$ cat src/rtl/thrs_queue.sv
//------------------------------------------------------------------------------
// thrs_queue: short FIFO between front and back
// Two-entry register FIFO so each side can stall on its own.
//------------------------------------------------------------------------------
`default_nettype none
module thrs_queue #(
  parameter int WIDTH = 8
) (
  input  wire logic             clk,
  input  wire logic             rst,
  input  wire logic             in_valid,
  output logic                  in_ready,
  input  wire logic [WIDTH-1:0] in_data,
  output logic                  out_valid,
  input  wire logic             out_ready,
  output logic [WIDTH-1:0]      out_data
);

  logic [WIDTH-1:0] mem [2];
  logic             wp, rp;
  logic [1:0]       cnt;
  logic             push, pop;

  assign in_ready  = cnt != 2'd2;
  assign out_valid = cnt != 2'd0;
  assign out_data  = mem[rp];
  assign push = in_valid && in_ready;
  assign pop  = out_valid && out_ready;

  always_ff @(posedge clk) begin
    if (rst) begin
      wp <= 1'b0; rp <= 1'b0; cnt <= 2'd0;
    end else begin
      if (push) wp <= !wp;
      if (pop) rp <= !rp;
      cnt <= cnt + 2'(push) - 2'(pop);
    end
  end

  always_ff @(posedge clk) begin
    if (push) mem[wp] <= in_data;
  end

endmodule
`default_nettype wire

$ cat config.mk
export PLATFORM = sky130hd
export DESIGN_NAME = thrs_queue
export DESIGN_NICKNAME = d
export VERILOG_FILES = /design/src/rtl/thrs_queue.sv
export SDC_FILE = /design/constraint.sdc
export NUM_CORES = 1
export LEC_CHECK = 0
export BUFFER_PORTS_ARGS = -buffer_cell sky130_fd_sc_hd__buf_2
export CELL_PAD_IN_SITES_DETAIL_PLACEMENT = 0
export CELL_PAD_IN_SITES_GLOBAL_PLACEMENT = 1
export CORE_MARGIN = 2
export CORE_UTILIZATION = 36
export DETAILED_ROUTE_END_ITERATION = 16
export GPL_ROUTABILITY_DRIVEN = 0
export PLACE_DENSITY_LB_ADDON = 0.1
export SLEW_MARGIN = 20
export SYNTH_ARGS = -nofsm -noshare
export SYNTH_HDL_FRONTEND = slang
export SYNTH_SLANG_ARGS = --single-unit
$ cat constraint.sdc
create_clock -name clk -period 1.4 [get_ports clk]
set_input_delay 0.21 -clock clk [delete_from_list [all_inputs] [get_ports clk]]
set_output_delay 0.21 -clock clk [all_outputs]
set_load 0.03 [all_outputs]
==> results.toml <==
[clock_network]
tritoncts.num_buffers = 3
clock_path_buffers = 2
root_buffer = "clkbuf_4"
clk_pin_slew_ps = 110
cts_tree = "built"
cts_setup_buffers = 0
cts_sinks = 21
insertion_delay_ps = 290
htree_levels = 1
postCtsHoldBufs = 0

[synthesis]
syn_avg_cell_area_um2 = 15.4
ys_seq_area_frac = 0.698
synth_edf_count = 16
synth-seq-cells = 21
yosysWarnings = 0
synthTopCellsByCount = "edfxtp_1, mux2_2, dfxtp_1"
yosysTopAreaCellShare = 0.577
syn_area_um2 = 832
yosysMostFrequentCell = "edfxtp_1"
syn_nets = 67
synth_ff_type = "edfxtp_1"
synth.top_cells.by_area = "edfxtp_1, dfxtp_1, mux2_2"
synth_cell_types = 23
synth_area_leader_cell = "edfxtp_1"
synthArstFlopShare = 0
synth_cells = 54

[worst_setup_path]
crit_buf_inv = 2
crit_top_cell = "buf_6"
crit_path_start_kind = "flop"
crit_fanout = 6
reg2reg_from = "cnt[1]$_SDFF_PP0_"
worst_path_largest_cell_delay_ps = 350
critPathKind = "reg2out"
crit_path_top_delay_cell = "dfxtp_2"
critical_path_arrival_ps = 1210
path_delay_family = "flip-flops"
worstSetupEndpointType = "output port"
critical_path.cell_chain = "buf_6 > mux2_4 > buf_6"
required_ps = 1190

[route]
drt_iter0_drc = 3
avgRoutedWirePerCell_um = 11.1
drtAntennaViolNets = 0
vias_per_cell = 4.57
via_count = 512
drt-total-wl_um = 1240
drc = 0
dr.pass1.iters = 2

[placed_design]
placed_area_um2 = 1030
io_buffers = 21
pre_cts_ws_ps = 48.7
dp.final_hpwl_um = 948

[timing]
finalHoldViolations = 0
maxSlewHeadroom = 0.688
fmax_ghz = 0.703
worst_pin_slew_ps = 462
rsz0062_at_grt = "true"
fin_worst_skew_ps = 8.82
setup_viol = 6
fin_crit_ps = 1420
finalCritPeriodShare = 1.02
slew_violations = 0
fin_ws_ps = -21.7

[floorplan]
initial_core_util = 0.380
ios = 22
fp.coreArea_um2 = 2190
die_x_um = 52.1
die_y_um = 52.1
fp-row-count = 17
dieArea_um2 = 2710

[grt]
antenna_found_initial = 0
grt_pass1_wl_um = 2090
grt_max_degree = 12
track_usage = 0.104
grt_pass1_vias = 521
overflow = 0

[final_layout]
n_fill_cell = 195
diodes = 0
final_nets = 98
synthToLayoutAreaGrowth_pct = 37.9
final_layout_size_suffix_gt1_frac = 0.548
fin_area_um2 = 1150

[power]
ir_drop_mv = 0.657
p_leak_nw = 0.474
power_density_nw_per_um2 = 1550

[min_path]
min_from = "in_data[7]"
min_path_type = "in2reg"

[job]
maxCapViolations = 0

[run_status]
status = "finished with violations"
violations = "setup timing"
==> kinds of logic (layout without fill, tap and decap cells) <==
family	count (synthesis)	after routing	share of synthesized area
flops	21	21	0.698
simple gates	15	15	0.105
mux	8	8	0.108
compound gates	6	6	0.0526
buf+inv	2	32	0.0105
fa+ha+maj	1	1	0.0150
xor+xnor	1	1	0.0105
==> path summary, 6_finish.rpt <==
kind / cells after the start / slack (ps) / endpoint
max: 3 / -20 / out_data[1]
min: 1 / 100 / mem[1][7]$_DFFE_PP_
max reg2reg: 6 / 110 / cnt[1]$_SDFF_PP0_
min reg2reg: 2 / 520 / rp$_SDFFE_PP0P_
==> state kept, by name, summed over array words and instances (netlist names), named ones only <==
name and count:
mem 16, cnt 2, rp 1, wp 1
==> per-layer routing <==
metal / share of wire / track usage / wire [um]
met5: 0 / 0 / 0
met4: 0 / 0.0395 / 0
met2: 0.52 / 0.188 / 638
met1: 0.44 / 0.117 / 542
met3: 0.046 / 0.0259 / 57
==> final cells by class <==
| cell class | instances | area [um^2] | share of cell area |
|---|---|---|---|
| Timing Repair Buffer | 27 | 216 | 0.189 |
| Clock buffer | 4 | 26.3 | 0.0229 |
| Inverter | 1 | 3.75 | 0.00327 |
| Multi-Input combinational cell | 31 | 282 | 0.245 |
| Sequential cell | 21 | 584 | 0.509 |
| Tap cell | 28 | 35.0 | 0.0305 |
==> power by group <==
| part | switching, mW | internal [mW] |
|---|---|---|
| registers | 0.0443 | 0.767 |
| clock network | 0.160 | 0.111 |
| logic | 0.340 | 0.356 |
| total | 0.545 | 1.23 |
==> cells in the final DEF, fill, tap and decap left out, drive strengths merged, types with 2 or more instances in the layout <==
master  instances
dfxtp           5
buf            27
mux2            8
clkbuf          4
o21ai           2
and3            2
edfxtp         16
nor2            4
==> repair_timing <==
action | CTS | global route
setup endpoints to repair | 8 | 19
resized for setup | 25 | 4
pin swaps | 0 | 1
==> metrics by stage <==
stage / instances / power, mW / hold WS [ps] / TNS [ps] / util
floorplan: 54 / 1.20 / 279 / 0 / -
global placement: 108 / 1.38 / 398 / 0 / 0.469
detailed placement: 108 / 1.38 / 402 / 0 / 0.469
CTS: 112 / 1.79 / 89.3 / -309 / 0.518
global route: 112 / 1.87 / 85.5 / -607 / 0.524
finish: 112 / 1.78 / 98.6 / -115 / 0.524
No activity file was read; power rests on OpenSTA's default activity.
