==> config.mk <==
export PLATFORM = sky130hd
export DESIGN_NAME = thrs_front
export DESIGN_NICKNAME = d
export VERILOG_FILES = /design/src/rtl/thrs_pkg.sv /design/src/rtl/thrs_front.sv
export SDC_FILE = /design/constraint.sdc
export NUM_CORES = 2
export LEC_CHECK = 0
export ABC_AREA = 1
export BUFFER_PORTS_ARGS = -buffer_cell sky130_fd_sc_hd__buf_2
export CORE_ASPECT_RATIO = 2
export CORE_MARGIN = 3
export CORE_UTILIZATION = 59
export CTS_CLUSTER_DIAMETER = 120
export CTS_CLUSTER_SIZE = 40
export DETAILED_ROUTE_END_ITERATION = 7
export PLACE_DENSITY = 0.84
export SLEW_MARGIN = 10
export SYNTH_ARGS = -nofsm -noshare
export SYNTH_HDL_FRONTEND = slang
export SYNTH_SLANG_ARGS = --single-unit
export TNS_END_PERCENT = 5
==> constraint.sdc <==
create_clock -name clk -period 7.7 [get_ports clk]
set_clock_uncertainty 0.15 [all_clocks]
set_input_delay 0.77 -clock clk [delete_from_list [all_inputs] [get_ports clk]]
set_output_delay 0.77 -clock clk [all_outputs]
set_load 0.01 [all_outputs]
==> src/rtl/thrs_pkg.sv <==
//------------------------------------------------------------------------------
// thrs_pkg: shared types and constants
// Field widths, CORDIC table and the row tag type carried in the front-to-back queue.
//------------------------------------------------------------------------------
`default_nettype none
package thrs_pkg;

  localparam int DEG_W       = 7;
  localparam int MULT_W      = 4;
  localparam int CORDIC_STEPS = 16;
  localparam int CFG_IDX_W   = 4;
  localparam int CFG_DATA_W  = 32;

  // Configuration register indexes
  localparam logic [CFG_IDX_W-1:0] REG_GAMMA = 4'd0;
  localparam logic [CFG_IDX_W-1:0] REG_L     = 4'd1;
  localparam logic [CFG_IDX_W-1:0] REG_LP    = 4'd2;
  localparam logic [CFG_IDX_W-1:0] REG_F     = 4'd3;
  localparam logic [CFG_IDX_W-1:0] REG_D     = 4'd4;
  localparam logic [CFG_IDX_W-1:0] REG_OM    = 4'd5;
  localparam logic [CFG_IDX_W-1:0] REG_DEG   = 4'd6;
  localparam logic [CFG_IDX_W-1:0] REG_ORD   = 4'd7;

  localparam logic signed [33:0] CORDIC_GAIN = 34'sd326016437;

  // Arctangent per step, turns times 2^32
  function automatic logic signed [33:0] atan_turns(input logic [3:0] i);
    unique case (i)
      4'd0:  atan_turns = 34'sd536870912;
      4'd1:  atan_turns = 34'sd316933406;
      4'd2:  atan_turns = 34'sd167458907;
      4'd3:  atan_turns = 34'sd85004756;
      4'd4:  atan_turns = 34'sd42667331;
      4'd5:  atan_turns = 34'sd21354465;
      4'd6:  atan_turns = 34'sd10679838;
      4'd7:  atan_turns = 34'sd5340247;
      4'd8:  atan_turns = 34'sd2670163;
      4'd9:  atan_turns = 34'sd1335087;
      4'd10: atan_turns = 34'sd667544;
      4'd11: atan_turns = 34'sd333772;
      4'd12: atan_turns = 34'sd166886;
      4'd13: atan_turns = 34'sd83443;
      4'd14: atan_turns = 34'sd41722;
      default: atan_turns = 34'sd20861;
    endcase
  endfunction

  // Row attributes carried alongside the phase
  typedef struct packed {
    logic [DEG_W-1:0] degree;
    logic [DEG_W-1:0] order;
    logic             bad;
  } row_tag_t;

endpackage
`default_nettype wire

==> src/rtl/thrs_front.sv <==
//------------------------------------------------------------------------------
// thrs_front: row filter and phase former
// Checks limits, drops rows outside them when the limits are valid, and forms the 32-bit theta.
//------------------------------------------------------------------------------
`default_nettype none
module thrs_front import thrs_pkg::*; #(
  parameter int TABLE_DEGREE = 100,
  parameter int ANGLE_BITS = 32,
  parameter int COEF_BITS  = 24
) (
  input  wire logic                        clk,
  input  wire logic                        rst,
  input  wire logic [ANGLE_BITS-1:0]       beta [6],
  input  wire logic [DEG_W-1:0]            deg_limit,
  input  wire logic [DEG_W-1:0]            ord_limit,
  input  wire logic                        in_valid,
  output logic                             in_ready,
  input  wire logic [DEG_W-1:0]            degree,
  input  wire logic [DEG_W-1:0]            order,
  input  wire logic [MULT_W-1:0]           mult [6],
  input  wire logic [4*COEF_BITS-1:0]      coefs,
  output logic                             q_valid,
  input  wire logic                        q_ready,
  output row_tag_t                         q_tag,
  output logic [31:0]                      q_theta,
  output logic [4*COEF_BITS-1:0]           q_coefs
);

  logic              bad, drop;
  logic [ANGLE_BITS-1:0] prod [6];
  logic [ANGLE_BITS-1:0] theta;
  logic [31:0]       ph;

  assign bad = (deg_limit < DEG_W'(2)) || (32'(deg_limit) > TABLE_DEGREE) ||
               (ord_limit > deg_limit);
  assign drop = !bad && ((degree > deg_limit) || (order > ord_limit));

  // Multiply each argument by its small multiplier (unsigned for the first, signed for the rest), modulo one turn
  always_comb begin
    theta = '0;
    for (int i = 0; i < 6; i++) begin
      if (i == 0) prod[i] = beta[i] * ANGLE_BITS'(mult[i]);
      else prod[i] = beta[i] * ANGLE_BITS'({{(ANGLE_BITS-MULT_W){mult[i][MULT_W-1]}}, mult[i]});
      theta = theta + prod[i];
    end
  end

  generate
    if (ANGLE_BITS >= 32) begin : g_wide
      assign ph = theta[ANGLE_BITS-1 -: 32];
    end else begin : g_narrow
      assign ph = {theta, {(32-ANGLE_BITS){1'b0}}};
    end
  endgenerate

  // Output register stage
  assign in_ready = !q_valid || q_ready;

  always_ff @(posedge clk) begin
    if (rst) begin
      q_valid <= 1'b0;
    end else if (in_ready) begin
      q_valid <= in_valid && !drop;
    end
  end

  always_ff @(posedge clk) begin
    if (in_ready) begin
      q_tag   <= '{degree: degree, order: order, bad: bad};
      q_theta <= ph;
      q_coefs <= coefs;
    end
  end

endmodule
`default_nettype wire

==> flow_summary.ini <==
[status]
outcome = completed

[cells_and_area]
final_area_mm2 = 0.03163
drive_gt1_frac = 0.1854
fin_util = 0.6859
syn2layout_area_growth_pct = 14.55
final_nets = 4706

[placed_design]
dpl-instance-area_mm2 = 0.03105
gp_congestion = 1.096
io_buffers = 488
dpl.hpwl_um = 91240

[synth]
synthTopCellsByArea = fa_1 (47%), edfxtp_1 (16%), inv_1 (14%)
yosys-mux-area-fraction = 0
synth_top_area_share = 0.4655
synth-xor-area-share = 0.01269
synth-compound-area-share = 0.02048
synth.avg_cell_area_um2 = 8.858
synth_top_cell_by_area = fa_1
synth_fa_ha_area_frac = 0.5144
synth-warning-count = 0
synth_top_family_by_area = adder cells
yosysUniqueCellTypes = 42
postSynthCellCount = 3117
yosys.area_share.simple = 0.1493
ys_seq_area_frac = 0.1562
ys_ff_latch = 144
synth_fp_nets = 4211
netlist_area_mm2 = 0.02761

[global_route]
grt_usage = 0.4448
grt_pass1_vias = 26220
antenna_found_initial = 11
grt_max_degree = 73
grt_pass1_wl_um = 156100
grt_overflow_total = 0

[floorplanning]
initial_core_util = 0.5988
die_w_um = 159.0
die_h_um = 311.9
core_area_mm2 = 0.04611
ioPinCount = 489
num_rows = 111
die_area_mm2 = 0.04959

[timing]
rsz0062_at_grt = false
worst_pin_slew_ns = 1.007
finalCriticalPeriod_ns = 7.333
setup_violations = 0
relSlewSlack = 0.3264
finalHoldViolations = 0
fin_setup_tns_ns = 0
max_freq_ghz = 0.1364
fin_crit_sh = 0.9524
slew_viol_final = 0

[setup_path]
r2r_setup_slack_ns = 4.94
cp.required_ns = 7.78
crit_start = mult[7]
r2r-start = q_valid$_SDFFE_PP0P_
cp-start-kind = input port
critPathCaptureType = flip-flop
critPathMaxFanout = 17
crit_path_end = q_theta[31]$_DFFE_PP_
rr_endpoint = q_coefs[13]$_DFFE_PP_
arrival_ns = 7.41
worst-setup-path-type = in -> reg
reg2regPathDepth = 3

[drt]
dr_wl_met3_um = 8100
viasPerCell = 5.527
wire_per_inst_um = 25.05
wl_met1_um = 25340
wl_met2_um = 54770
ant_nets = 0
wl_um = 106500
highest_layer = met5
drc = 0
dr.pass1.iters = 8
num_vias = 23490
drt_iter0_drc = 2011

[hold_path]
min_from = rst
hp-class = in -> reg

[cts]
path_clk_slew_ns = 0.08
cts_made_buffers = 17
htree_levels = 4
insertion_delay_ns = 0.46
post_cts_buffers = 0
root_buffer = clkbuf_16
cts-resized-gates = 0
cts_buffer_depth = 2
cts_sinks = 144
ctsHoldBuffers = 0
cts_tree = built

[run]
cap_violations = 0
==> final cells by class <==
type / instances / area [um2]
flip-flops and latches: 144 / 4314
multi-input cells: 1893 / 19250
diodes: 4 / 10.01
inverters: 1008 / 3784
clock inverters: 15 / 138.9
repair buffers: 548 / 2930
well taps: 621 / 777.0
clock buffers: 17 / 425.4
fillers: 3733 / 14480
==> how the worst min path moves through the flow <==
stage                      endpoint  slack [ns]  cells after the start
2_1_floorplan  q_valid$_SDFFE_PP0P_        0.69                      1
3_3_place_gp   q_valid$_SDFFE_PP0P_        0.77                      2
3_5_place_dp   q_valid$_SDFFE_PP0P_        0.78                      2
4_1_cts        q_valid$_SDFFE_PP0P_        0.30                      2
5_1_grt        q_valid$_SDFFE_PP0P_        0.30                      2
6_report       q_valid$_SDFFE_PP0P_        0.31                      2
==> critical path, cell delays in order <==
cell      delay (ns)
buf_2           0.16
inv_1           0.13
buf_12          0.18
or2_2           0.29
fa_1            0.36
inv_1           0.30
fa_1            0.49
inv_1           0.08
fa_1            0.49
fa_1            0.53
inv_1           0.05
fa_1            0.50
fa_1            0.51
inv_1           0.05
fa_1            0.47
inv_1           0.04
ha_1            0.33
nand2_1         0.16
inv_1           0.08
a21oi_1         0.28
a21boi_2        0.36
o21ai_1         0.13
a21oi_1         0.30
buf_4           0.18
inv_1           0.03
nand2_1         0.06
nand2_1         0.06
==> sequential cells by signal, summed over array words and instances (netlist names) <==
name,flops
q_valid,1
q_tag,15
q_theta,32
q_coefs,96
==> logic make-up (layout without fill, tap and decap cells) <==
family,count (synthesis),count (layout)
xor+xnor,40,40
buf+inv,1080,1588
other cells,0,4
compound gates,97,97
simple gates,1006,1006
fa+ha+maj,750,750
flops,144,144
==> cells in the final DEF (no fill, tap or decap), types with 4 or more instances in the layout <==
cell type,netlist,final
nand2_2,6,6
inv_6,0,7
edfxtp_1,143,143
nand3_1,44,44
xnor2_1,14,14
buf_4,0,57
buf_2,2,488
nor2_1,76,76
diode_2,0,4
xor2_1,26,26
ha_1,108,108
fa_1,642,642
a21oi_1,47,47
clkbuf_16,0,17
or2_2,72,72
nand4_1,8,8
o21bai_1,4,4
o21ai_0,21,21
nor3_1,8,8
nand2_1,783,782
inv_1,1002,1002
inv_2,5,5
==> synth_stat cells <==
cell	n
a211oi_1	3
a21boi_0	1
a21boi_2	1
a21o_1	3
a21oi_1	47
a21oi_2	2
a221oi_1	1
a31oi_1	3
a41o_1	1
a41oi_1	1
buf_1	5
buf_2	2
clkbuf_1	65
clkinv_1	1
dfxtp_1	1
edfxtp_1	143
fa_1	642
ha_1	108
inv_1	1002
inv_2	5
nand2_1	783
nand2_2	6
nand3_1	44
nand3_2	1
nand3b_1	3
nand4_1	8
nor2_1	76
nor3_1	8
nor4_4	2
nor4b_1	1
o211ai_1	1
o21ai_0	21
o21ai_1	2
o21ai_2	3
o21bai_1	4
o221ai_1	1
o31ai_1	2
or2_1	1
or2_2	72
or3b_1	1
xnor2_1	14
xor2_1	26
==> per-layer routing <==
layer / global-route usage / vias up
met5: 0.01680 / -
met4: 0.5537 / 12
met3: 0.1137 / 768
met2: 0.7870 / 1496
met1: 0.3440 / 11470
li1: - / 9746
==> metrics by stage <==
| step | setup WS (ns) | hold slack [ns] | instances |
|---|---|---|---|
| 2_1_floorplan | 0.9325 | 0.6891 | 3117 |
| 3_3_place_gp | 0.04488 | 0.7733 | 4214 |
| 3_5_place_dp | 0.009643 | 0.7790 | 4214 |
| 4_1_cts | 0.5141 | 0.2956 | 4246 |
| 5_1_grt | 0.06613 | 0.3031 | 4247 |
| 6_report | 0.3666 | 0.3086 | 4250 |
Power is left out: the tool's default activity adds up to more than one toggle a clock period on the data nets, which glitch-free logic cannot reach.
